===== config.mk =====
export PLATFORM = sky130hd
export DESIGN_NAME = hyaw_cell
export DESIGN_NICKNAME = d
export VERILOG_FILES = /design/src/design/hyaw_pkg.sv /design/src/design/hyaw_cell.sv
export SDC_FILE = /design/constraint.sdc
export NUM_CORES = 1
export LEC_CHECK = 0
export BUFFER_PORTS_ARGS = -buffer_cell sky130_fd_sc_hd__buf_2
export CAP_MARGIN = 0
export CORE_ASPECT_RATIO = 1.2
export CORE_MARGIN = 4
export CORE_UTILIZATION = 45
export DETAILED_ROUTE_END_ITERATION = 6
export PLACE_DENSITY = 0.67
export SYNTH_ARGS = -nofsm -noshare
export SYNTH_HDL_FRONTEND = slang
export SYNTH_SLANG_ARGS = --single-unit

===== constraint.sdc =====
create_clock -name clock -period 11.1 [get_ports clock]
set_clock_uncertainty 0.05 [all_clocks]
set_input_delay 2.22 -clock clock [delete_from_list [all_inputs] [get_ports clock]]
set_output_delay 2.22 -clock clock [all_outputs]
set_load 0.02 [all_outputs]

===== src/design/hyaw_pkg.sv =====
// Shared types, widths and constants for the heading yaw block.
// No dependencies; every other file of the block imports this package.
package hyaw_pkg;

   localparam int COORD_W        = 30;   // coordinate and register width
   localparam int DELTA_W        = COORD_W + 1;
   localparam int PRESCALE_SHIFT = 24;   // vector is scaled by 2^24
   localparam int XY_W           = 58;   // holds |v| * gain * 2^24 with margin
   localparam int ANG_W          = 34;   // angle in 2^-16 centidegree
   localparam int YAW_W          = 16;
   localparam int TABLE_LEN      = 24;
   localparam int CSR_ADDR_W     = 1;
   localparam int REQ_DATA_W     = 64;   // two coordinates padded to bytes
   localparam int RSP_DATA_W     = 16;

   // register indexes
   localparam logic [CSR_ADDR_W-1:0] REG_DEST_X = 1'b0;
   localparam logic [CSR_ADDR_W-1:0] REG_DEST_Z = 1'b1;

   // 180 degrees in 2^-16 centidegree
   localparam logic signed [ANG_W-1:0] HALF_TURN_Q = 34'sd1179648000;

   typedef struct packed {
      logic                    vld;
      logic                    zero;   // start equals destination
      logic signed [XY_W-1:0]  x;
      logic signed [XY_W-1:0]  y;
      logic signed [ANG_W-1:0] ang;
   } cordic_stage_type;

   // atan(2^-i) in 2^-16 centidegree, rounded to nearest
   function automatic logic signed [ANG_W-1:0] atan_q(input int idx);
      logic signed [ANG_W-1:0] v;
      case (idx)
         0:       v = 34'sd294912000;
         1:       v = 34'sd174096719;
         2:       v = 34'sd91987925;
         3:       v = 34'sd46694507;
         4:       v = 34'sd23437865;
         5:       v = 34'sd11730358;
         6:       v = 34'sd5866610;
         7:       v = 34'sd2933484;
         8:       v = 34'sd1466764;
         9:       v = 34'sd733385;
         10:      v = 34'sd366693;
         11:      v = 34'sd183346;
         12:      v = 34'sd91673;
         13:      v = 34'sd45837;
         14:      v = 34'sd22918;
         15:      v = 34'sd11459;
         16:      v = 34'sd5730;
         17:      v = 34'sd2865;
         18:      v = 34'sd1432;
         19:      v = 34'sd716;
         20:      v = 34'sd358;
         21:      v = 34'sd179;
         22:      v = 34'sd90;
         23:      v = 34'sd45;
         default: v = '0;
      endcase
      return v;
   endfunction

endpackage


===== src/design/hyaw_cell.sv =====
// One CORDIC vectoring rotation with its pipeline register.
// Depends on hyaw_pkg for the stage type and the arctangent table.
module hyaw_cell
   import hyaw_pkg::*;
#(
   parameter int SHIFT = 0
) (
   input  logic             clock,
   input  logic             reset,
   input  logic             en_i,
   input  cordic_stage_type stage_i,
   output cordic_stage_type stage_o
);

   localparam logic signed [ANG_W-1:0] ATAN_STEP = atan_q(SHIFT);

   cordic_stage_type        stage_in, stage_ff;
   logic signed [XY_W-1:0]  x, y, xs, ys;
   logic signed [ANG_W-1:0] ang;

   always_comb begin
      x  = stage_i.x;
      y  = stage_i.y;
      ang = stage_i.ang;
      xs = x >>> SHIFT;
      ys = y >>> SHIFT;
      stage_in = stage_i;
      // rotate toward y = 0, both updates from the old values
      if (!y[XY_W-1]) begin
         stage_in.x   = x + ys;
         stage_in.y   = y - xs;
         stage_in.ang = ang + ATAN_STEP;
      end else begin
         stage_in.x   = x - ys;
         stage_in.y   = y + xs;
         stage_in.ang = ang - ATAN_STEP;
      end
   end

   always_ff @(posedge clock) begin
      if (reset) begin
         stage_ff.vld <= 1'b0;
      end else if (en_i) begin
         stage_ff <= stage_in;
      end
   end

   assign stage_o = stage_ff;

endmodule


; ---- Word level (Yosys, flattened, before mapping)
; Cells that the tools add are included.
[totals]
in_bits = 155
out_inout_bits = 152
regBits = 152
[classes]
n_reduce_logical = 1
n_mux = 1
n_addsub = 5
bitwise = 1
[op_table]
columns = operator, count
row1 = 150-bit two-way mux, 1
row2 = 58-bit subtractor, 2
row3 = 58-bit adder, 1
row4 = "34-bit by 30-bit adder with 34-bit output, second input constant", 1
row5 = "34-bit by 30-bit subtractor with 34-bit output, second input constant", 1
row6 = 2-bit AND reduction, 1
row7 = 1-bit inverter, 1

; ---- Depth between registers and ports, before layout
[depth]
word_depth = 2
depth_mapped = 15

; ---- Least setup slack after synthesis
; Ideal clock, no wire load.
[synth_timing]
kind = in2reg
from = input reset
to = register stage_ff, in the netlist stage_o[0], enable pin
arrival_ps = 8870
t_required_ps = 10368
path_stages = 1
slack_ps = 1498
path_cell_list = nor2b_1
[synth_via]
elab_chain_cells = 2
[synth_lines]
columns = element, line
row1 = from (decl), hyaw_cell.sv:9  ; input logic reset,
row2 = 1-bit inverter (no source line), n/a
row3 = 2-bit AND reduction (no source line), n/a
row4 = to (signal assigned), hyaw_cell.sv:44  ; stage_ff <= stage_in;
row5 = to (decl), hyaw_cell.sv:17  ; cordic_stage_type stage_in, stage_ff;
; Every way passes these cells.
; A chain may end at the register's enable or synchronous reset.

==> impl_results.md <==
* Cell Int Power at ~1.4 mW
* Clock network power share at 0.263
* Area leader, netlist: edfxtp_1
* Endpoint of the worst hold path: stage_o[151]
* Root Driver: clkbuf_16
* Synth Cell Area at 0.0165 mm^2
* Switching Share at 0.393
* Max VDD drop at 0.0889 mV
* Post-DR wirelength/cell at roughly 23 um
* RSZ-0062 raised after global routing: no
* Number of port buffers at 306
* Endpoints failing hold at 0
* FMAX at 164 MHz
* Initial DRC count at 1674
* Antenna Violating Nets Remaining at 0
* Count leader, synth: a21oi_1
* DR vias at 16700
* Final WS setup at 5.01 ns
* CTS tree: done
* R2r startpoint: stage_o[151]
* Area contributors post-synth: edfxtp_1, ha_1, a21oi_1
* Final worst path period share at 0.549
* Post-CTS setup buffer count at 0
* Area growth syn-to-layout at 14.5%
* H-tree Lvls at 4
* Clk sinks at 151
* Clk slew on worst S/H paths at about 0.060 ns
* Final Critical Period at 6.09 ns
* I/O pins at 307
* Outcome: finished, final reports clean
* Worst path arrival time at 6.24 ns
* Startpoint type of the worst setup path: primary input
* Worst reg2reg setup slack at about 10 ns
* CTS Buf Count at 17
* Sequential cell area at 0.00452 mm^2
* Netlist cell types at ~90
* Initial antenna violation count at 1
* Avg Vias per Cell at 6.09
* Avg Cell Area, Syn at 8.17 um^2
* Worst-path maximum fanout at 15
* Final Non-Filler Cells at 2746
* P_sw at 893 uW
* Post-synthesis sequential area ratio at 0.274
* Hold Path Depth at 2
* Post-Route WL at around 63000 um
* Hold buffers post-CTS at 0
* Routability cong. at 0.987
* Clk buf depth at 2
* LEAKAGE at 8.21 nW
* Pre-CTS setup slack at ~4.7 ns
* Area occupied by multi-input gates at ~0.011 mm^2
* Ys flop type: edfxtp_1
* Post-synth top cells: a21oi_1, ha_1, inv_1
* Fill cells at about 3600
* Die W at 183 um
* Number of global-route vias before repair at approximately 16000
* Pin count of the biggest net entering global routing at 69
* GR Overflow Total at 0
* Post-CTS Resized at 0
* First-pass GRT wire length at 94700 um
* Part of the power in registers at 0.325
* Final setup fails at 0
* Total iterations of the first detailed-routing run at 6
* Max Cap Violations at 0
* WP data required at 11.25 ns
* Hold path start: stage_o[151]
* Core ar. at 0.0360 mm^2
* Post-route setup TNS at 0 ns
* Layout cells sized above 1 at 0.164
* HP Class: flip-flop to flip-flop
* Synth Warn # at 0
* Worst-Margin Slew at between 1 and 1.5 ns
* Worst r2r dst: stage_o[151]
* Combinational power share at 0.411
* Clock Latency Late Sink at 0.45 ns
* Yosys top cell area share at 0.273
* Nets at 2625
* Syn_nets at 2379
* R2R cell count at 2
* Post-synth EDFFs at 150
* CP Capture Type: flip-flop
* Cell count after synthesis at 2019
* Number of flip-flops under the largest register name at between 150 and 200
* Die area at 0.0398 mm^2
* Pwr dens at 120 mW/mm^2
* # DRC at 0
* Initial core utilization at 0.457
* FFs w/ async S/R, synth at 0
* WS Path Type: primary input to flip-flop
* Inst Count DP at 2714
* Fin. max-slew vios at 0
* Tot Pwr at 2.27 mW
* GRT Total Usage at 0.305
* FF+latch count, synth at about 150
* Die height at 218 um
* Slew headroom at 0.290
* Hpwl dp at between 50000 and 60000 um
* FP Rows at 76
[critical path, cell delays in order]
cell      delay, ns
buf_2          0.11
inv_1          0.05
ha_1           0.68
inv_1          0.17
a21oi_1        0.32
o31ai_1        0.22
or2_2          0.34
o22ai_1        0.51
nor4_1         0.15
o21bai_1       0.32
nor4b_2        0.74
a311oi_1       0.25
xnor2_1        0.18
[how the worst max path moves through the flow]
stage,slack [ns],start,endpoint,cells past startpoint
global route,4.83,stage_i[58],stage_o[91],13
detailed placement,4.69,stage_i[58],stage_o[91],13
global placement,4.59,stage_i[48],stage_o[149],13
CTS,5.16,stage_i[58],stage_o[91],13
floorplan,1.50,reset,stage_o[0],1
finish,5.01,stage_i[58],stage_o[91],13
[placed cells by master (no fill, tap or decap), drive strengths merged, types with 21 or more instances in the layout]
cell type,Yosys,final
nand2,126,126
o31ai,30,30
nor2,161,161
o21bai,62,62
buf,35,311
inv,193,194
edfxtp,150,150
nor3,43,43
o21ai,148,148
ha,201,201
a21oi,274,274
a21o,36,36
nor4,21,21
nand4,29,29
xnor2,108,108
nand3,41,41
mux2i,23,23
[layout make-up]
class	count	share of cell area
multi-input cells	1582	0.576
flip-flops and latches	151	0.240
inverters	202	0.0402
well taps	468	0.0310
clock inverters	11	0.00696
clock buffers	20	0.0231
diodes	1	0.000133
repair buffers	311	0.0832
[per-stage QoR]
stage                     hold WS [ns]  area, um^2  utilization
after floorplan                  0.529       16500            -
after global placement           0.420       18300        0.508
after detailed placement         0.434       18300        0.508
after CTS                        0.449       18900        0.524
after global routing             0.500       18900        0.524
final                            0.453       18900        0.524
[layer usage]
layer | GRT usage | routed length, um
met5 | 0 | 0
met1 | 0.388 | 25800
met4 | 0.117 | 2370
met3 | 0.0465 | 4940
met2 | 0.521 | 30200
[cell families after synthesis]
group	after synthesis	synth area share
compound gates	719	0.274
simple gates	516	0.150
buf+inv	286	0.0668
fa+ha+maj	205	0.157
flops	151	0.274
xor+xnor	119	0.0632
mux	23	0.0140
[power by group through the flow]
stage | sequential (mW) | clock (mW) | combinational (mW)
2_1_floorplan | 0.832 | 0 | 0.533
3_3_place_gp | 0.751 | 0 | 0.912
3_5_place_dp | 0.753 | 0 | 0.913
4_1_cts | 0.741 | 0.611 | 0.919
5_1_grt | 0.745 | 0.634 | 1.00
6_report | 0.740 | 0.599 | 0.935
No activity file was read; power rests on OpenSTA's default activity.
