==> src/design/hyaw_pkg.sv <==
// Shared types, widths and constants for the heading yaw block.
// No dependencies; every other file of the block imports this package.
package hyaw_pkg;

   localparam int COORD_W        = 30;   // coordinate and register width
   localparam int DELTA_W        = COORD_W + 1;
   localparam int PRESCALE_SHIFT = 24;   // vector is scaled by 2^24
   localparam int XY_W           = 58;   // holds |v| * gain * 2^24 with margin
   localparam int ANG_W          = 34;   // angle in 2^-16 centidegree
   localparam int YAW_W          = 16;
   localparam int TABLE_LEN      = 24;
   localparam int CSR_ADDR_W     = 1;
   localparam int REQ_DATA_W     = 64;   // two coordinates padded to bytes
   localparam int RSP_DATA_W     = 16;

   // register indexes
   localparam logic [CSR_ADDR_W-1:0] REG_DEST_X = 1'b0;
   localparam logic [CSR_ADDR_W-1:0] REG_DEST_Z = 1'b1;

   // 180 degrees in 2^-16 centidegree
   localparam logic signed [ANG_W-1:0] HALF_TURN_Q = 34'sd1179648000;

   typedef struct packed {
      logic                    vld;
      logic                    zero;   // start equals destination
      logic signed [XY_W-1:0]  x;
      logic signed [XY_W-1:0]  y;
      logic signed [ANG_W-1:0] ang;
   } cordic_stage_type;

   // atan(2^-i) in 2^-16 centidegree, rounded to nearest
   function automatic logic signed [ANG_W-1:0] atan_q(input int idx);
      logic signed [ANG_W-1:0] v;
      case (idx)
         0:       v = 34'sd294912000;
         1:       v = 34'sd174096719;
         2:       v = 34'sd91987925;
         3:       v = 34'sd46694507;
         4:       v = 34'sd23437865;
         5:       v = 34'sd11730358;
         6:       v = 34'sd5866610;
         7:       v = 34'sd2933484;
         8:       v = 34'sd1466764;
         9:       v = 34'sd733385;
         10:      v = 34'sd366693;
         11:      v = 34'sd183346;
         12:      v = 34'sd91673;
         13:      v = 34'sd45837;
         14:      v = 34'sd22918;
         15:      v = 34'sd11459;
         16:      v = 34'sd5730;
         17:      v = 34'sd2865;
         18:      v = 34'sd1432;
         19:      v = 34'sd716;
         20:      v = 34'sd358;
         21:      v = 34'sd179;
         22:      v = 34'sd90;
         23:      v = 34'sd45;
         default: v = '0;
      endcase
      return v;
   endfunction

endpackage

==> src/design/hyaw_prep.sv <==
// Entry stage: difference vector, half-plane fold and prescale.
// Depends on hyaw_pkg.
module hyaw_prep
   import hyaw_pkg::*;
(
   input  logic                      clock,
   input  logic                      reset,
   input  logic                      en_i,
   input  logic                      vld_i,
   input  logic signed [COORD_W-1:0] dest_x_i,
   input  logic signed [COORD_W-1:0] dest_z_i,
   input  logic signed [COORD_W-1:0] start_x_i,
   input  logic signed [COORD_W-1:0] start_z_i,
   output cordic_stage_type          stage_o
);

   localparam int EXT_W = XY_W - (DELTA_W + 1) - PRESCALE_SHIFT;

   cordic_stage_type           stage_in, stage_ff;
   logic signed [DELTA_W-1:0]  dx, dz;
   logic signed [DELTA_W:0]    x0, y0, xf, yf;
   logic signed [ANG_W-1:0]    ang0;

   always_comb begin
      dx = DELTA_W'(dest_x_i) - DELTA_W'(start_x_i);
      dz = DELTA_W'(dest_z_i) - DELTA_W'(start_z_i);
      y0 = -((DELTA_W + 1)'(dx));
      x0 = (DELTA_W + 1)'(dz);
      // fold the left half-plane onto the right one
      if (x0 < 0) begin
         xf   = -x0;
         yf   = -y0;
         ang0 = (y0 >= 0) ? HALF_TURN_Q : -HALF_TURN_Q;
      end else begin
         xf   = x0;
         yf   = y0;
         ang0 = '0;
      end
      stage_in.vld  = vld_i;
      stage_in.zero = (dx == '0) && (dz == '0);
      stage_in.x    = $signed({{EXT_W{xf[DELTA_W]}}, xf, {PRESCALE_SHIFT{1'b0}}});
      stage_in.y    = $signed({{EXT_W{yf[DELTA_W]}}, yf, {PRESCALE_SHIFT{1'b0}}});
      stage_in.ang  = ang0;
   end

   always_ff @(posedge clock) begin
      if (reset) begin
         stage_ff.vld <= 1'b0;
      end else if (en_i) begin
         stage_ff <= stage_in;
      end
   end

   assign stage_o = stage_ff;

endmodule

==> config.mk <==
export PLATFORM = sky130hd
export DESIGN_NAME = hyaw_prep
export DESIGN_NICKNAME = d
export VERILOG_FILES = /design/src/design/hyaw_pkg.sv /design/src/design/hyaw_prep.sv
export SDC_FILE = /design/constraint.sdc
export NUM_CORES = 1
export LEC_CHECK = 0
export ABC_AREA = 1
export CAP_MARGIN = 15
export CORE_MARGIN = 3
export CORE_UTILIZATION = 40
export DETAILED_ROUTE_END_ITERATION = 12
export DONT_BUFFER_PORTS = 1
export RECOVER_POWER = 25
export SYNTH_ARGS = -nofsm -noshare
export SYNTH_HDL_FRONTEND = slang
export SYNTH_SLANG_ARGS = --single-unit
==> constraint.sdc <==
create_clock -name clock -period 10.6 [get_ports clock]
set_clock_uncertainty 0.1 [all_clocks]
set_input_delay 0 -clock clock [delete_from_list [all_inputs] [get_ports clock]]
set_output_delay 0 -clock clock [all_outputs]
set_load 0.01 [all_outputs]
[After elaboration in Yosys (flattened, before gate mapping)]
Cells that the tools add are included.
W data, S select, Z words.
Word-level totals
  bits in registers: 100
  input port bits: 124
  output and inout bits: 152
  logic and storage cells: 20
Operators by class
  muxes and demuxes: 3
  reductions and logical operators: 4
  $lt $le $gt $ge: 2
  bitwise logic cells: 1
  add/subtract/negate cells: 5
Operator list (count)
  $mux W32: 2
  $neg A31 Y32: 2
  $logic_not A31 Y1: 2
  $sub A30 B30 Y31: 2
  $mux W34: 1
  $ge A32 B1 Y1 const B: 1
  $neg A32 Y32: 1
  $lt A31 B1 Y1 const B: 1
  $reduce_and A2 Y1: 1
  $logic_and A1 B1 Y1: 1
  $not A1 Y1: 1

[Longest topological paths before layout]
  depth after elaboration: 4
  gate-level depth with buffers: 28
  mapped depth without buffers: 28

[Least setup slack after synthesis]
Ideal clock, no wire load.
  kind: input-to-reg
  start point: input en_i
  end point: register stage_ff (netlist bit stage_o[116]) (enable)
  stages on the path: 2
  arrival: 2.911 ns
  setup time: 0.496 ns
  buffers on the path: 0
  data required time: 10.004 ns
  path slack: 7.093 ns
  cell sequence: inv_1 -> nor2_1
On the way
  word-level cells in the longest chain between the ends: 1
Ends and longest elaborated chain
  start: declaration: line hyaw_prep.sv:8  | input logic en_i,
  $reduce_and A2 Y1 (no source line)
  end signal: assignment: line hyaw_prep.sv:50  | stage_ff <= stage_in;
  end: declaration: line hyaw_prep.sv:19  | cordic_stage_type stage_in, stage_ff;
No other way between the ends.
A chain may end at the register's enable or synchronous reset.

==> reports/results.ini <==
[synth]
synth_ff_type = edfxtp_1
netlist_area_um2 = 9830
synth.largest_area_cell = edfxtp_1
synthTopCellsByArea = edfxtp_1 21%, nand2_1 19%, inv_1 9.9%, ha_1 7.9%, nand3_1 6.4%
ys_warn_count = 0
synth-async-reset-ratio_pct = 0
yosysMostFrequentCell = nand2_1
syn_area_per_cell_um2 = 6.20
yosysSeqAreaShare_pct = 21.0
synth_seq_cells = 69
synth_commonest_cells = 496 x nand2_1, 259 x inv_1, 149 x nor2_1, 125 x nand3_1, 83 x buf_4
synth_edf_count = 68
synth_cell_types = 48
yosys.area.top_type_share_pct = 20.8
syn_inst = 1584

[floorplan]
fp.dieArea_um2 = 26500
die_w_um = 163
initial_core_util_pct = 41.3
coreArea_um2 = 23800
io_pins = 276
die_y_um = 163
fp-row-count = 56

[clocking]
clock_path_buffers = 2
post_cts_buffers = 0
clkTransAtPathRegs_ns = 0.06
cts_resized = 0
clkSinkCount = 69
root_buffer = clkbuf_16
holdBufCountCts = 5
cts_buffers = 9
insertion_delay_ns = 0.33
htreeDepth = 3
cts_tree = yes

[critical_path]
cp_slowest_cell = inv_2
cp_max_fo = 43
r2r-start = stage_o[151]
startpoint_type = input port
r2r_slack_ns = 9.33
r2r-end = stage_o[151]
crit_type = input port to register
critPathArrivalTime_ns = 4.09
required_ns = 10.58
max_stage_delay_ns = 0.55
setup.worst_path.end_class = register
r2r_cells = 3
cp_cell_sequence = dlygate4sd3_1 -> ha_1 -> inv_1 -> fa_1 -> nand3_1 -> nand2_1 -> a21boi_2 -> o21ai_1 -> a21boi_0 -> o21ai_1 -> or2_2 -> nand2_2 -> inv_2 -> o21ai_2 -> nand2_2 -> xor2_1 -> inv_1

[detailed_routing]
vias = 9299
first_iter_violations = 621
wl_per_cell_um = 13.9
drc = 0
drt_wl_total_um = 26300
ant_nets = 0
first_pass_iters = 5
viasPerCell = 4.89

[power_and_ir_drop]
switching_share_pct = 43.1
combPwrFrac_pct = 44.4
pwr-share-seq_pct = 32.4
leakage_uw = 0.00530
powerDensity_nw_per_um2 = 125
peakVddDrop_uv = 91.5
intPower_uw = 727
clock_power_share_pct = 23.3
p_switching_uw = 549

[timing]
finalMaxSlewViolations = 0
fin_crit_sh_pct = 38.7
holdWs_ns = 0.0499
worstMarginPinSlew_ns = 0.894
rsz0062_at_grt = no
slew_headroom_pct = 40.5
hold_viol = 0
min_period_ns = 4.11
setup_viol = 0
fin_tns_setup_ns = 0
max_freq_mhz = 244

[grt]
grt_max_degree = 69
antenna_found_initial = 0
grt_pass1_wl_um = 41500
grt_pass1_vias = 8265
grt_usage_pct = 19.2
overflow = 0

[cells_and_area]
fin_area_um2 = 10200
drive_above_1_share_pct = 5.69
largest_reg_flops = 69
fin_nets = 1764
diodes = 0
area_growth_pct = 3.46

[run_status]
status = complete, no violations

[hold_path]
holdPathStages = 3
hp-start = dest_x_i[0]
hold_path_class = input port to register
hold_path_end = stage_o[58]

[place]
port_buffers = 0
routabilityCongestion = 0.881
dp_hpwl_um = 22300
dpl-instance-area_um2 = 9820

[run]
max-cap-violations = 0

cell families after synthesis:
| group | after synthesis | share of synthesized area, % |
|---|---|---|
| other | 1 | 0.0382 |
| AOI/OAI and AO/OA | 123 | 7.18 |
| buffers and inverters | 358 | 17.0 |
| and+or+nand+nor | 893 | 39.8 |
| adders and majority gates | 64 | 8.30 |
| DFF | 69 | 21.0 |
| xor gates and xnor gates | 76 | 6.77 |
critical path, delay by kind of cell:
kind / cells / cell delay [ns]
buffers and inverters: 4 / 1.19
AND/OR/NAND/NOR: 5 / 1.11
AO/OA/AOI/OAI: 5 / 1.09
adder cells (fa/ha/maj): 2 / 0.53
XOR/XNOR: 1 / 0.13
final cells by class:
class	instances	area, um2
inverters	265	995
fillers	2633	13700
flip-flops and latches	69	2060
repair buffers	6	57.6
multi-input cells	1225	6360
well taps	319	399
clock buffers	10	229
clock inverters	6	63.8
power by group through the flow:
stage / Clock (uW) / Sequential, uW / Combinational [uW]
global placement: 0 / 420 / 554
floorplan: 0 / 400 / 477
detailed placement: 0 / 419 / 562
CTS: 304 / 414 / 567
global route: 317 / 418 / 646
finish: 297 / 413 / 566
cells in the final DEF (no fill, tap or decap), types with 3 or more instances in the layout:
cell type and count:
a21oi_1 54, a21o_1 4, nand3_2 9, clkbuf_16 9
inv_2 6, nor2_4 8, inv_1 259, nor4_1 3
nand2_1 496, a21oi_2 5, o21ai_1 7, o21ai_0 30
xor2_1 57, conb_1 69, nand4_1 22, ha_1 62
edfxtp_1 68, nor2_2 12, xnor2_1 19, nand3_1 125
a221oi_1 3, nand2_2 26, nand3b_1 8, o21bai_1 6
nor2_1 148, a31oi_1 6, nor3_1 26, dlygate4sd3_1 5
routing by layer:
layer	global-route usage, %	wire length, um	vias up
met5	0	0	-
met4	3.08	286	0
met3	4.55	1990	20
met2	30.3	11200	296
met1	27.1	12800	4137
li1	-	-	4846
stage by stage:
stage | instances | util, % | total power [uW] | worst slack, ns
4_1_cts | 1900 | 42.7 | 1290 | 6.47
3_3_place_gp | 1879 | 41.2 | 974 | 6.77
3_5_place_dp | 1879 | 41.2 | 981 | 6.63
6_report | 1900 | 42.7 | 1280 | 6.49
5_1_grt | 1900 | 42.7 | 1380 | 6.12
2_1_floorplan | 1652 | - | 878 | 7.09
worst max path at each step:
stage                  from            to  slack [ns]  cells past startpoint
2_1_floorplan          en_i  stage_o[116]        7.09                      2
3_3_place_gp    dest_z_i[0]   stage_o[83]        6.77                     17
3_5_place_dp    dest_z_i[0]   stage_o[83]        6.63                     17
4_1_cts        start_z_i[0]   stage_o[83]        6.47                     17
5_1_grt        start_z_i[0]   stage_o[83]        6.12                     17
6_report       start_z_i[0]   stage_o[83]        6.49                     17
No activity file was read; power rests on OpenSTA's default activity.
