**config.mk**
```make
export PLATFORM = sky130hd
export DESIGN_NAME = hyaw_round
export DESIGN_NICKNAME = d
export VERILOG_FILES = /design/src/design/hyaw_pkg.sv /design/src/design/hyaw_round.sv
export SDC_FILE = /design/constraint.sdc
export NUM_CORES = 1
export LEC_CHECK = 0
export ABC_AREA = 1
export BUFFER_PORTS_ARGS = -buffer_cell sky130_fd_sc_hd__buf_2
export CAP_MARGIN = 40
export CORE_MARGIN = 5
export CORE_UTILIZATION = 40
export CTS_CLUSTER_DIAMETER = 120
export DETAILED_ROUTE_END_ITERATION = 7
export HOLD_SLACK_MARGIN = 0.12
export PLACE_DENSITY = 0.8
export SYNTH_ARGS = -nofsm -noshare
export SYNTH_HDL_FRONTEND = slang
export SYNTH_SLANG_ARGS = --single-unit
```
**constraint.sdc**
```tcl
create_clock -name clock -period 5.65 [get_ports clock]
set_input_delay 0 -clock clock [delete_from_list [all_inputs] [get_ports clock]]
set_output_delay 0 -clock clock [all_outputs]
set_load 0.03 [all_outputs]
```
**src/design/hyaw_pkg.sv**
```systemverilog
// Shared types, widths and constants for the heading yaw block.
// No dependencies; every other file of the block imports this package.
package hyaw_pkg;

   localparam int COORD_W        = 30;   // coordinate and register width
   localparam int DELTA_W        = COORD_W + 1;
   localparam int PRESCALE_SHIFT = 24;   // vector is scaled by 2^24
   localparam int XY_W           = 58;   // holds |v| * gain * 2^24 with margin
   localparam int ANG_W          = 34;   // angle in 2^-16 centidegree
   localparam int YAW_W          = 16;
   localparam int TABLE_LEN      = 24;
   localparam int CSR_ADDR_W     = 1;
   localparam int REQ_DATA_W     = 64;   // two coordinates padded to bytes
   localparam int RSP_DATA_W     = 16;

   // register indexes
   localparam logic [CSR_ADDR_W-1:0] REG_DEST_X = 1'b0;
   localparam logic [CSR_ADDR_W-1:0] REG_DEST_Z = 1'b1;

   // 180 degrees in 2^-16 centidegree
   localparam logic signed [ANG_W-1:0] HALF_TURN_Q = 34'sd1179648000;

   typedef struct packed {
      logic                    vld;
      logic                    zero;   // start equals destination
      logic signed [XY_W-1:0]  x;
      logic signed [XY_W-1:0]  y;
      logic signed [ANG_W-1:0] ang;
   } cordic_stage_type;

   // atan(2^-i) in 2^-16 centidegree, rounded to nearest
   function automatic logic signed [ANG_W-1:0] atan_q(input int idx);
      logic signed [ANG_W-1:0] v;
      case (idx)
         0:       v = 34'sd294912000;
         1:       v = 34'sd174096719;
         2:       v = 34'sd91987925;
         3:       v = 34'sd46694507;
         4:       v = 34'sd23437865;
         5:       v = 34'sd11730358;
         6:       v = 34'sd5866610;
         7:       v = 34'sd2933484;
         8:       v = 34'sd1466764;
         9:       v = 34'sd733385;
         10:      v = 34'sd366693;
         11:      v = 34'sd183346;
         12:      v = 34'sd91673;
         13:      v = 34'sd45837;
         14:      v = 34'sd22918;
         15:      v = 34'sd11459;
         16:      v = 34'sd5730;
         17:      v = 34'sd2865;
         18:      v = 34'sd1432;
         19:      v = 34'sd716;
         20:      v = 34'sd358;
         21:      v = 34'sd179;
         22:      v = 34'sd90;
         23:      v = 34'sd45;
         default: v = '0;
      endcase
      return v;
   endfunction

endpackage

```
**src/design/hyaw_round.sv**
```systemverilog
// Exit stage: round the angle to centidegrees and wrap into (-180, 180].
// Depends on hyaw_pkg.
module hyaw_round
   import hyaw_pkg::*;
(
   input  logic                    clock,
   input  logic                    reset,
   input  logic                    en_i,
   input  cordic_stage_type        stage_i,
   output logic                    vld_o,
   output logic signed [YAW_W-1:0] yaw_o
);

   localparam int R_W = ANG_W + 1 - 16;
   localparam logic signed [R_W-1:0] YAW_MAX   = 19'sd18000;
   localparam logic signed [R_W-1:0] YAW_MIN   = -19'sd18000;
   localparam logic signed [R_W-1:0] FULL_TURN = 19'sd36000;

   logic signed [ANG_W:0]    biased;
   logic signed [R_W-1:0]    r0, r1, r2;
   logic                     vld_in, vld_ff;
   logic signed [YAW_W-1:0]  yaw_in, yaw_ff;

   always_comb begin
      biased = (ANG_W + 1)'(stage_i.ang) + (ANG_W + 1)'(32768);
      r0 = R_W'(biased >>> 16);
      r1 = (r0 > YAW_MAX) ? (r0 - FULL_TURN) : r0;
      r2 = (r1 <= YAW_MIN) ? (r1 + FULL_TURN) : r1;
      vld_in = stage_i.vld;
      // equal points have no direction: report zero
      yaw_in = stage_i.zero ? '0 : YAW_W'(r2);
   end

   always_ff @(posedge clock) begin
      if (reset) begin
         vld_ff <= 1'b0;
      end else if (en_i) begin
         vld_ff <= vld_in;
      end
   end

   always_ff @(posedge clock) begin
      if (en_i) begin
         yaw_ff <= yaw_in;
      end
   end

   assign vld_o = vld_ff;
   assign yaw_o = yaw_ff;

endmodule
```
# Yosys cells after proc, flatten, opt, wreduce, memory -nomap -nowiden
# Index checks and enable logic that the tools add are counted.
# op_classes
n_addsub,3
magnitude_cmp,2
mux,2
# op_table
operator,n
$add A34 B17 Y35 const B,1
$gt A19 B16 Y1 const B,1
$le A19 B16 Y1 const B,1
$mux W19,1
$sub A19 B17 Y19 const B,1
$add A16 B16 Y16 const B,1
$mux W16,1
# totals
output_inout_bits,17
inputBits,155
wordCells,9
regBits,17

# Longest topological paths before layout
# Gate-level depths: netlist (run 1).
# logic_depth
word_depth,5
ltp_mapped,29
ltp_nobuf,28

# Worst setup path after synthesis (run 1)
# No wires, ideal clock.
# synth_path
path_type,input -> register
start,in stage_i[15] (netlist bit)
end,"reg yaw_ff[5] (netlist: yaw_o[5]), data pin"
required_time_ns,5.397
setup_time_ns,0.253
stages,28
path_buffers,2
arrival_ns,2.563
setup_slack_ns,2.834
cell_sequence,ha_1 -> nand3_1 -> nor2_1 -> nand2_1 -> nand2_2 -> inv_1 -> ha_1 -> nor2_1 -> nand3_1 -> nand2_1 -> nand3_1 -> nand2_1 -> nor2_4 -> buf_6 -> nand2_2 -> nand2_2 -> inv_2 -> ha_1 -> nand2_1 -> nand3_1 -> nand3_1 -> nand2_1 -> nand3_1 -> nand2_4 -> nand2_4 -> buf_6 -> nor2_1 -> nor2_1
# synth_via
elab_chain_len,5
word_cells_on_any_way,7
cone_classes,3 x add/sub; 2 x order compare; 2 x mux
# synth_lines
element,line_no,rtl
start: declaration,hyaw_round.sv:9,"input cordic_stage_type stage_i,"
$add A34 B17 Y35 *,hyaw_round.sv:25,biased = (ANG_W + 1)'(stage_i.ang) + (ANG_W + 1)'(32768);
$sub A19 B17 Y19 / $gt A19 B16 Y1 (equally long branches),hyaw_round.sv:27,r1 = (r0 > YAW_MAX) ? (r0 - FULL_TURN) : r0;
$mux W19 *,hyaw_round.sv:27,
$add A16 B16 Y16 / $le A19 B16 Y1 (equally long branches),hyaw_round.sv:28,r2 = (r1 <= YAW_MIN) ? (r1 + FULL_TURN) : r1;
$mux W16 *,hyaw_round.sv:28,
end signal: assignment,hyaw_round.sv:44,yaw_ff <= yaw_in;
end: declaration,hyaw_round.sv:22,"logic signed [YAW_W-1:0] yaw_in, yaw_ff;"
# Every way passes the cells marked *; elsewhere a longest branch is shown, timed or not.
# A chain may end at the register's enable or synchronous reset.

# Worst setup path after layout (run 1)
# layout_path
start,in stage_i[15] (netlist bit)
end,"reg yaw_ff[15] (netlist: yaw_o[15]), data pin"
# Same word-level chain as after synthesis.

==> results of run 1 <==
## cells in the final DEF, fill, tap and decap left out, types with 4 or more instances in the layout
cell                         n
sky130_fd_sc_hd__a21oi_1    12
sky130_fd_sc_hd__buf_2      40
sky130_fd_sc_hd__edfxtp_1   16
sky130_fd_sc_hd__ha_1        4
sky130_fd_sc_hd__inv_1      40
sky130_fd_sc_hd__inv_2       8
sky130_fd_sc_hd__nand2_1   132
sky130_fd_sc_hd__nand2_2    20
sky130_fd_sc_hd__nand3_1    45
sky130_fd_sc_hd__nand4_1     6
sky130_fd_sc_hd__nor2_1     47
sky130_fd_sc_hd__nor2_2      7
sky130_fd_sc_hd__nor2_4      8
sky130_fd_sc_hd__xor2_1     12
## cell type report
class,count,share of cell area [%]
Clock buffer,3,1.58
Clock inverter,1,0.191
Timing Repair Buffer,42,8.40
Sequential cell,17,19.1
Multi-Input combinational cell,313,60.4
Inverter,48,6.88
Tap cell,72,3.44
## stage by stage
step / power, W / area, µm² / setup slack, ns / cells
floorplan: 0.000307 / 2290 / 2.83 / 381
global placement: 0.000353 / 2550 / 2.37 / 490
detailed placement: 0.000356 / 2550 / 2.29 / 490
CTS: 0.000454 / 2620 / 2.55 / 496
global route: 0.000486 / 2620 / 2.15 / 496
finish: 0.000452 / 2620 / 2.54 / 496
## sequential cells by signal (all words and copies together), names as in the netlist
signal / count
yaw_o: 16
vld_o: 1
## layer usage
metal | vias up | GRT usage [%]
met4 | 0 | 4.46
li1 | 1294 | -
met3 | 7 | 3.36
met1 | 1106 | 20.3
met5 | - | 0
met2 | 73 | 29.2
## path summary, 6_finish.rpt
check                            endpoint  slack [ns]
setup / recovery  yaw_o[15]$_SDFFCE_PP0P_        2.54
setup reg to reg       vld_o$_SDFFE_PP0P_        4.46
hold / removal     yaw_o[7]$_SDFFCE_PP0P_        0.19
hold reg to reg        vld_o$_SDFFE_PP0P_        1.13
## power by group through the flow
stage	sequential, W	combinational [W]	clock (W)
CTS	0.000157	0.000198	0.0000980
global route	0.000159	0.000222	0.000105
floorplan	0.000186	0.000121	0
detailed placement	0.000160	0.000196	0
global placement	0.000159	0.000193	0
finish	0.000157	0.000198	0.0000979
## cell families after synthesis
group,count (synthesis)
multiplexers,1
XOR/XNOR,15
buffers and inverters,51
AO/OA/AOI/OAI,19
AND/OR/NAND/NOR,274
adder cells (fa/ha/maj),4
flip-flops,17
==> results by stage, run 1 <==
CTS:
- The tree built by TritonCTS fans out to 17 sinks.
- The tree is rooted in a sky130_fd_sc_hd__clkbuf_8.
- The maximum level of the CTS H-tree is 1.
- The clock latency of the later-clocked register in the worst-skew pair is around 0.27 ns.
- The number of gates resized after cts is 0.
- TritonCTS created 3 clock buffers.
- The post-CTS clock slew at the launch and capture registers of the worst setup and hold paths is roughly 0.070 ns.
- In this run, post-CTS hold repair placed 2 buffers.
- TritonCTS built the clock tree.
- After clock tree synthesis, the setup repair step added 0 buffers.
- The maximum count of clock buffers along a single path is 2.

Logic synthesis:
- The number of distinct library cell variants in the gate-level netlist after synthesis is 29.
- The number of flops mapped to enable cells by yosys is 16.
- The cell type contributing the most total cell area after synthesis is sky130_fd_sc_hd__nand2_1.
- After Yosys synthesis, XOR and XNOR cells account for a little over 6% of the synthesized area.
- The synthesized netlist cell count is between 300 and 400.
- Multiplexer cells account for 0.437% of the synthesized area.
- Of the total synthesized cell area, the portion taken by AND, OR, NAND and NOR gates is between 50% and 60%.
- The main combinational cell family by area after synthesis is simple AND/OR/NAND/NOR gates.
- The post-synthesis compound-gate area fraction is under 10%.
- Of the total synthesized cell area, the portion taken by full adders, half adders and majority gates is 2.19%.
- Ranked by total cell area, the synthesized netlist is headed by sky130_fd_sc_hd__nand2_1, sky130_fd_sc_hd__edfxtp_1, sky130_fd_sc_hd__nand3_1.
- The post-synthesis register bit count is 17.
- The total standard cell area after synthesis is 2290 µm².
- The mean post-synth cell area is 6.01 µm².
- The async set-or-reset flop fraction in the synthesized netlist is 0%.
- The number of warning messages in the yosys log is 0.
- The dominant cell by count in the synthesized netlist is sky130_fd_sc_hd__nand2_1.
- For this run, the register share of the synthesized area comes to 21.9%.
- The flip-flop cell with the highest count after synthesis is sky130_fd_sc_hd__edfxtp_1.
- The commonest cells after synthesis are sky130_fd_sc_hd__nand2_1, sky130_fd_sc_hd__nor2_1, sky130_fd_sc_hd__nand3_1.
- The top cell type by area accounts for a little over a fifth of the synthesized area.
- The post-synth net total is 540.

Critical path:
- STA classifies the critical path endpoint as a flop.
- The most frequent cell on the critical path is sky130_fd_sc_hd__nand2_1.
- The launching element of the worst setup path is stage_i[15].
- The worst setup path is launched from an input port.
- The cell family contributing the most delay on the critical path is simple AND/OR/NAND/NOR gates.
- The peak fanout along the critical path is 13.
- The largest stage delay on the critical path is 0.23 ns.
- The critical path data arrival time is 3.20 ns.
- The number of buffers and inverters on the critical path is 4.
- The logic depth of the worst setup path including buffers is 28.
- The required time of the critical path is 5.74 ns.
- The type of the setup path with the least slack is in -> reg.
- The master of the slowest instance on the critical path is sky130_fd_sc_hd__nor2_1.
- For the worst flop-to-flop path, the logic depth is 3.
- The startpoint identified for the worst register-to-register timing path is vld_o$_SDFFE_PP0P_.

Drt:
- The average routed wire per standard cell is about 12 µm.
- The topmost layer with routed signal wires is met4.
- The first detailed-routing pass took 4 iterations.
- The total wirelength of the detailed-routed design is 5760 µm.
- The detail-routed via count per cell is approximately 5.
- The post-detailed-route count of antenna-violating nets is 0.
- In this run, the number of DRC markers left after iteration 0 of detailed routing was around 180.
- For this block, the via count after detailed routing is between 2000 and 2500.
- The detailed-routing wirelength on met1 is 2510 µm.
- The met2 wire length is 2760 µm.
- The met3 wirelength from detailed routing is 402 µm.
- The residual DRC count is 0.

Run:
- Across the run, the number of max-cap violations was 0.

GRT:
- The via count of the first global-routing pass is 2311.
- The pin count of the biggest net entering global routing is 18.
- Global routing consumed, over all layers together, 16.5% of the routing resources.
- The total overflow left after global routing is 0.
- The number of antenna violations at the first check in global routing is 0.
- The wire length of the first global-routing pass is ~10000 µm.

Pwr:
- The power density of the placed cells is 173 nW/µm².
- The analysis attributes to net switching a power of around 0.00019 W.
- The cell-internal power is ~0.00026 W.
- In this run the static leakage power is 1.30 nW.
- The clock share of power is 21.6%.
- Combinational cells account for a little over two fifths of the total power.
- The fraction of power spent switching nets is 41.7%.
- VDD sags by at most 0.0999 mV.
- The proportion of power drawn by flip-flops and latches is 34.7%.

Final layout:
- The number of nets in the final layout is 584.
- Cells with a size suffix above 1 make up 22.2% of the layout.
- Relative to the synthesized area, the layout overhead comes to 14.4%.
- The area of the multi-input gates is 1580 µm².
- The number of fill cells in the layout is around 590.
- The register cell area after layout is 500 µm².
- The repair_antennas step left the layout with diodes totalling 0.
- The share of the core filled with cells in the final layout is 47.3%.

STA:
- The share of the cycle needed by the critical path after routing is 55.0%.
- Between clock sinks in the finished design, the worst skew comes to 0 ns.
- The maximum achievable frequency is ~320 MHz.
- The worst max-slew margin expressed relative to the limit is between 60 and 70%.
- The worst hold slack is between 0.15 and 0.2 ns.
- The number of pins exceeding their max-slew limit in the final report is 0.
- For the finished layout, the period the worst path requires is 3.11 ns.
- The slew at the pin closest to its max-slew limit is 0.463 ns.
- The number of hold violations in the final report came to 0.
- The sum of negative setup slack is 0 ns.
- Setup repair after global routing left no endpoint under its margin.
- The final count of negative-setup-slack endpoints is 0.

Min path:
- The path class of the tightest hold or removal check is in -> reg.
- The worst hold path passes through 2 cells.
- The worst hold path begins at stage_i[150].

Placed design:
- After legalization and detailed placement, the total HPWL measured slightly below 5000 µm.
- In this run the tool buffered the top-level ports with 40 buffer cells.
- The final weighted congestion in routability-driven placement is 0.875.

Run status:
- The flow ran to the end, and the final reports show no timing, DRC or antenna violations.

Floorplan:
- The full die area is 7340 µm².
- For this design the top-level I/O count stands at roughly 170.
- The initialized floorplan defines 27 standard-cell rows.
- The floorplan die height is approximately 86 µm.
- From left edge to right edge, the die measures 85.7 µm.
- The starting density of the core is 41.3%.
- The floorplan core area is 5540 µm².
No activity file was read; power rests on OpenSTA's default activity.
==> run 2: changes to the inputs <==
--- a/config.mk
+++ b/config.mk
@@ -9,11 +9,11 @@
 export BUFFER_PORTS_ARGS = -buffer_cell sky130_fd_sc_hd__buf_2
 export CAP_MARGIN = 40
 export CORE_MARGIN = 5
-export CORE_UTILIZATION = 40
+export CORE_UTILIZATION = 37
 export CTS_CLUSTER_DIAMETER = 120
 export DETAILED_ROUTE_END_ITERATION = 7
 export HOLD_SLACK_MARGIN = 0.12
-export PLACE_DENSITY = 0.8
+export PLACE_DENSITY = 0.78
 export SYNTH_ARGS = -nofsm -noshare
 export SYNTH_HDL_FRONTEND = slang
 export SYNTH_SLANG_ARGS = --single-unit
==> constraint.sdc (replaced) <==
create_clock -name clock -period 2.6 [get_ports clock]
set_input_delay 0 -clock clock [delete_from_list [all_inputs] [get_ports clock]]
set_output_delay 0 -clock clock [all_outputs]
set_load 0.03 [all_outputs]
==> results by stage, run 2 (synthesized netlist as in run 1, its figures left out) <==
CTS:
- In this run the number of H-tree levels came out at 1.
- The clock reaches the later pin of the worst-skew pair after 0.26 ns.
- Clock-pin slew was measured on the worst setup and hold paths at 0.08 ns.
- The maximum count of clock buffers along a single path is 2.
- CTS placed an instance of sky130_fd_sc_hd__clkbuf_8 at the clock tree root.
- The number of clock sinks is 17.
- TritonCTS built the clock tree.
- Buffers inserted during clock tree synthesis total 3.

Floorplan:
- The die outline width is 88.7 µm.
- The floorplan die height is 88.7 µm.
- The floorplan core area is 5960 µm².
- The starting density of the core is 38.4%.
- The number of placement rows is 28.
- The I/O pin total is 172.
- The full die area is 7860 µm².

Drt:
- The first-pass detailed-route iteration total is 5.
- In this run the remaining antenna-violating nets after routing total 0.
- In the routed design, unresolved DRC markers number 0.
- The routed layout has 3025 vias.
- The average routed wire per standard cell is 13.8 µm.
- For this block, the initial DRC count from the detailed router was 224.
- The final layout contains routed wiring with a total length of about 8200 µm.
- The detail-routed via count per cell is 5.11.

Pwr:
- After layout, the design draws a total of 0.00121 W.
- The worst supply voltage drop on vdd is 0.301 mV.
- The power density of the placed cells is 330 nW/µm².
- The total leakage power is 1.82 nW.

Final layout:
- The library cell used most frequently in the layout, excluding fill and tap cells, is sky130_fd_sc_hd__nand2_1.
- The number of nets in the final layout is just under 700.
- The share of layout cells above drive strength 1 is between 40 and 50%.
- 0 antenna diodes ended up in the layout.
- The flip-flop count of the largest register after layout is 16.
- The relative area change from synthesis to final layout is 60.8%.
- The area of all placed cells without fillers is 3680 µm².
- In the layout the commonest cells are sky130_fd_sc_hd__nand2_1, sky130_fd_sc_hd__buf_4, sky130_fd_sc_hd__inv_1, sky130_fd_sc_hd__nor2_1, sky130_fd_sc_hd__buf_2.

Critical path:
- The type of the setup path with the least slack is in -> reg.
- The critical path data arrival time is 2.71 ns.
- The largest stage delay on the critical path is 0.21 ns.
- By instance count, the cell type seen most on the critical path is sky130_fd_sc_hd__nand2_2.
- The logic depth of the worst setup path including buffers is 28.
- The type of element launching the critical path is an input port.
- Data on the critical path is required at its endpoint by roughly 2.6 ns.
- The number of buffers and inverters on the critical path is 5.
- The kind of cell with the highest combined delay along the critical path is simple AND/OR/NAND/NOR gates.
- For this design, the slowest cell found on the critical path is sky130_fd_sc_hd__nor2_4.
- In this run the worst path has a maximum fanout of 6.
- The worst setup path is captured at a flop.
- The worst reg-to-reg path cell count is 3.

STA:
- The share of the cycle needed by the critical path after routing is 104%.
- The number of hold violations in the final report is 0.
- The clock arrives with 0 ns of skew.
- The maximum achievable frequency is 369 MHz.
- The number of pins exceeding their max-slew limit in the final report is 0.
- Setup violations remaining at the end of the flow were counted as 11.
- The slew at the pin closest to its max-slew limit is 0.442 ns.
- The shortest clock period the worst path allows after layout is between 2 and 3 ns.
- Setup repair after global routing could not meet its margin everywhere.
- After routing, the total negative slack on setup checks comes to -0.917 ns.
- Headroom to the max-slew limit came out at slightly above 70%.
- The smallest setup slack after layout is -0.107 ns.

GRT:
- After global routing, the most crowded layer is met2.
- The first global-routing pass estimated 11800 µm of wire.
- The number of antenna violations at the first check in global routing was 0.
- Global routing consumed, on the met2 layer, between 30% and 40% of the routing resources.
- The overall global routing resource usage is 19.0%.
- The pin count of the biggest net entering global routing is 18.
- The global route total overflow is 0.
- The via count of the first global-routing pass was 2740.
- For this run, global-route usage on met3 was measured as 4.47%.
- Global routing consumed, on the met1 layer, 23.0% of the routing resources.

Placed design:
- The number of port buffers is 40.
- The final weighted congestion in routability-driven placement is 0.931.
- Once placement finished, the instance area stood at 3190 µm².
- The post-DP HPWL is a little under 6000 µm.

Min path:
- Along the worst hold path, the cell count comes to 2.
- In this run the worst hold path is classified as in -> reg.

Run status:
- The flow ran to the end, but the final reports show violations.
- The final reports fail on setup timing.

Run:
- Max-cap violations in this run came to 0.
-- run 2: power by group --
| part | switching [W] | total, W | internal, W |
|---|---|---|---|
| Clock | 0.000106 | 0.000212 | 0.000107 |
| Combinational | 0.000392 | 0.000661 | 0.000269 |
| Sequential | 0.00000810 | 0.000341 | 0.000333 |
| Total | 0.000506 | 0.00121 | 0.000709 |
-- run 2: per-stage QoR --
step / instances / setup slack (ns) / util, % / hold slack [ns]
5_1_grt: 592 / -0.294 / 61.8 / 0.213
3_3_place_gp: 570 / -0.226 / 53.6 / 0.158
4_1_cts: 581 / 0.00861 / 56.0 / 0.194
6_report: 592 / -0.107 / 61.8 / 0.197
2_1_floorplan: 381 / -0.0231 / - / 0.0724
3_5_place_dp: 570 / -0.388 / 53.6 / 0.163
-- run 2: layout make-up --
cell class / instances / area, µm²
clock inverters: 1 / 5.00
repair buffers: 132 / 946
inverters: 48 / 180
well taps: 75 / 93.8
fillers: 483 / 2270
clock buffers: 3 / 41.3
multi-input cells: 316 / 1920
flip-flops and latches: 17 / 500
-- run 2: per-layer routing --
metal  routed length [µm]  share of wire [%]
met1                 3220                 39
met5                    0                  0
met3                  689                8.4
met4                  189                2.3
met2                 4080                 50
-- run 2: worst paths after layout --
path                                                 to          startpoint  slack, ns
worst max-delay path            yaw_o[13]$_SDFFCE_PP0P_         stage_i[15]      -0.11
worst min register to register       vld_o$_SDFFE_PP0P_  vld_o$_SDFFE_PP0P_       1.02
worst max register to register       vld_o$_SDFFE_PP0P_  vld_o$_SDFFE_PP0P_       1.48
worst min-delay path             yaw_o[9]$_SDFFCE_PP0P_        stage_i[150]       0.20
-- run 2: what timing repair did --
item | CTS | global route
gates cloned | 2 | 1
setup buffers | 3 | 10
hold endpoints to repair | 1 | 0
setup endpoints to repair | 11 | 11
pin swaps | 9 | 41
hold buffers | 2 | 0
resized for setup | 10 | 66
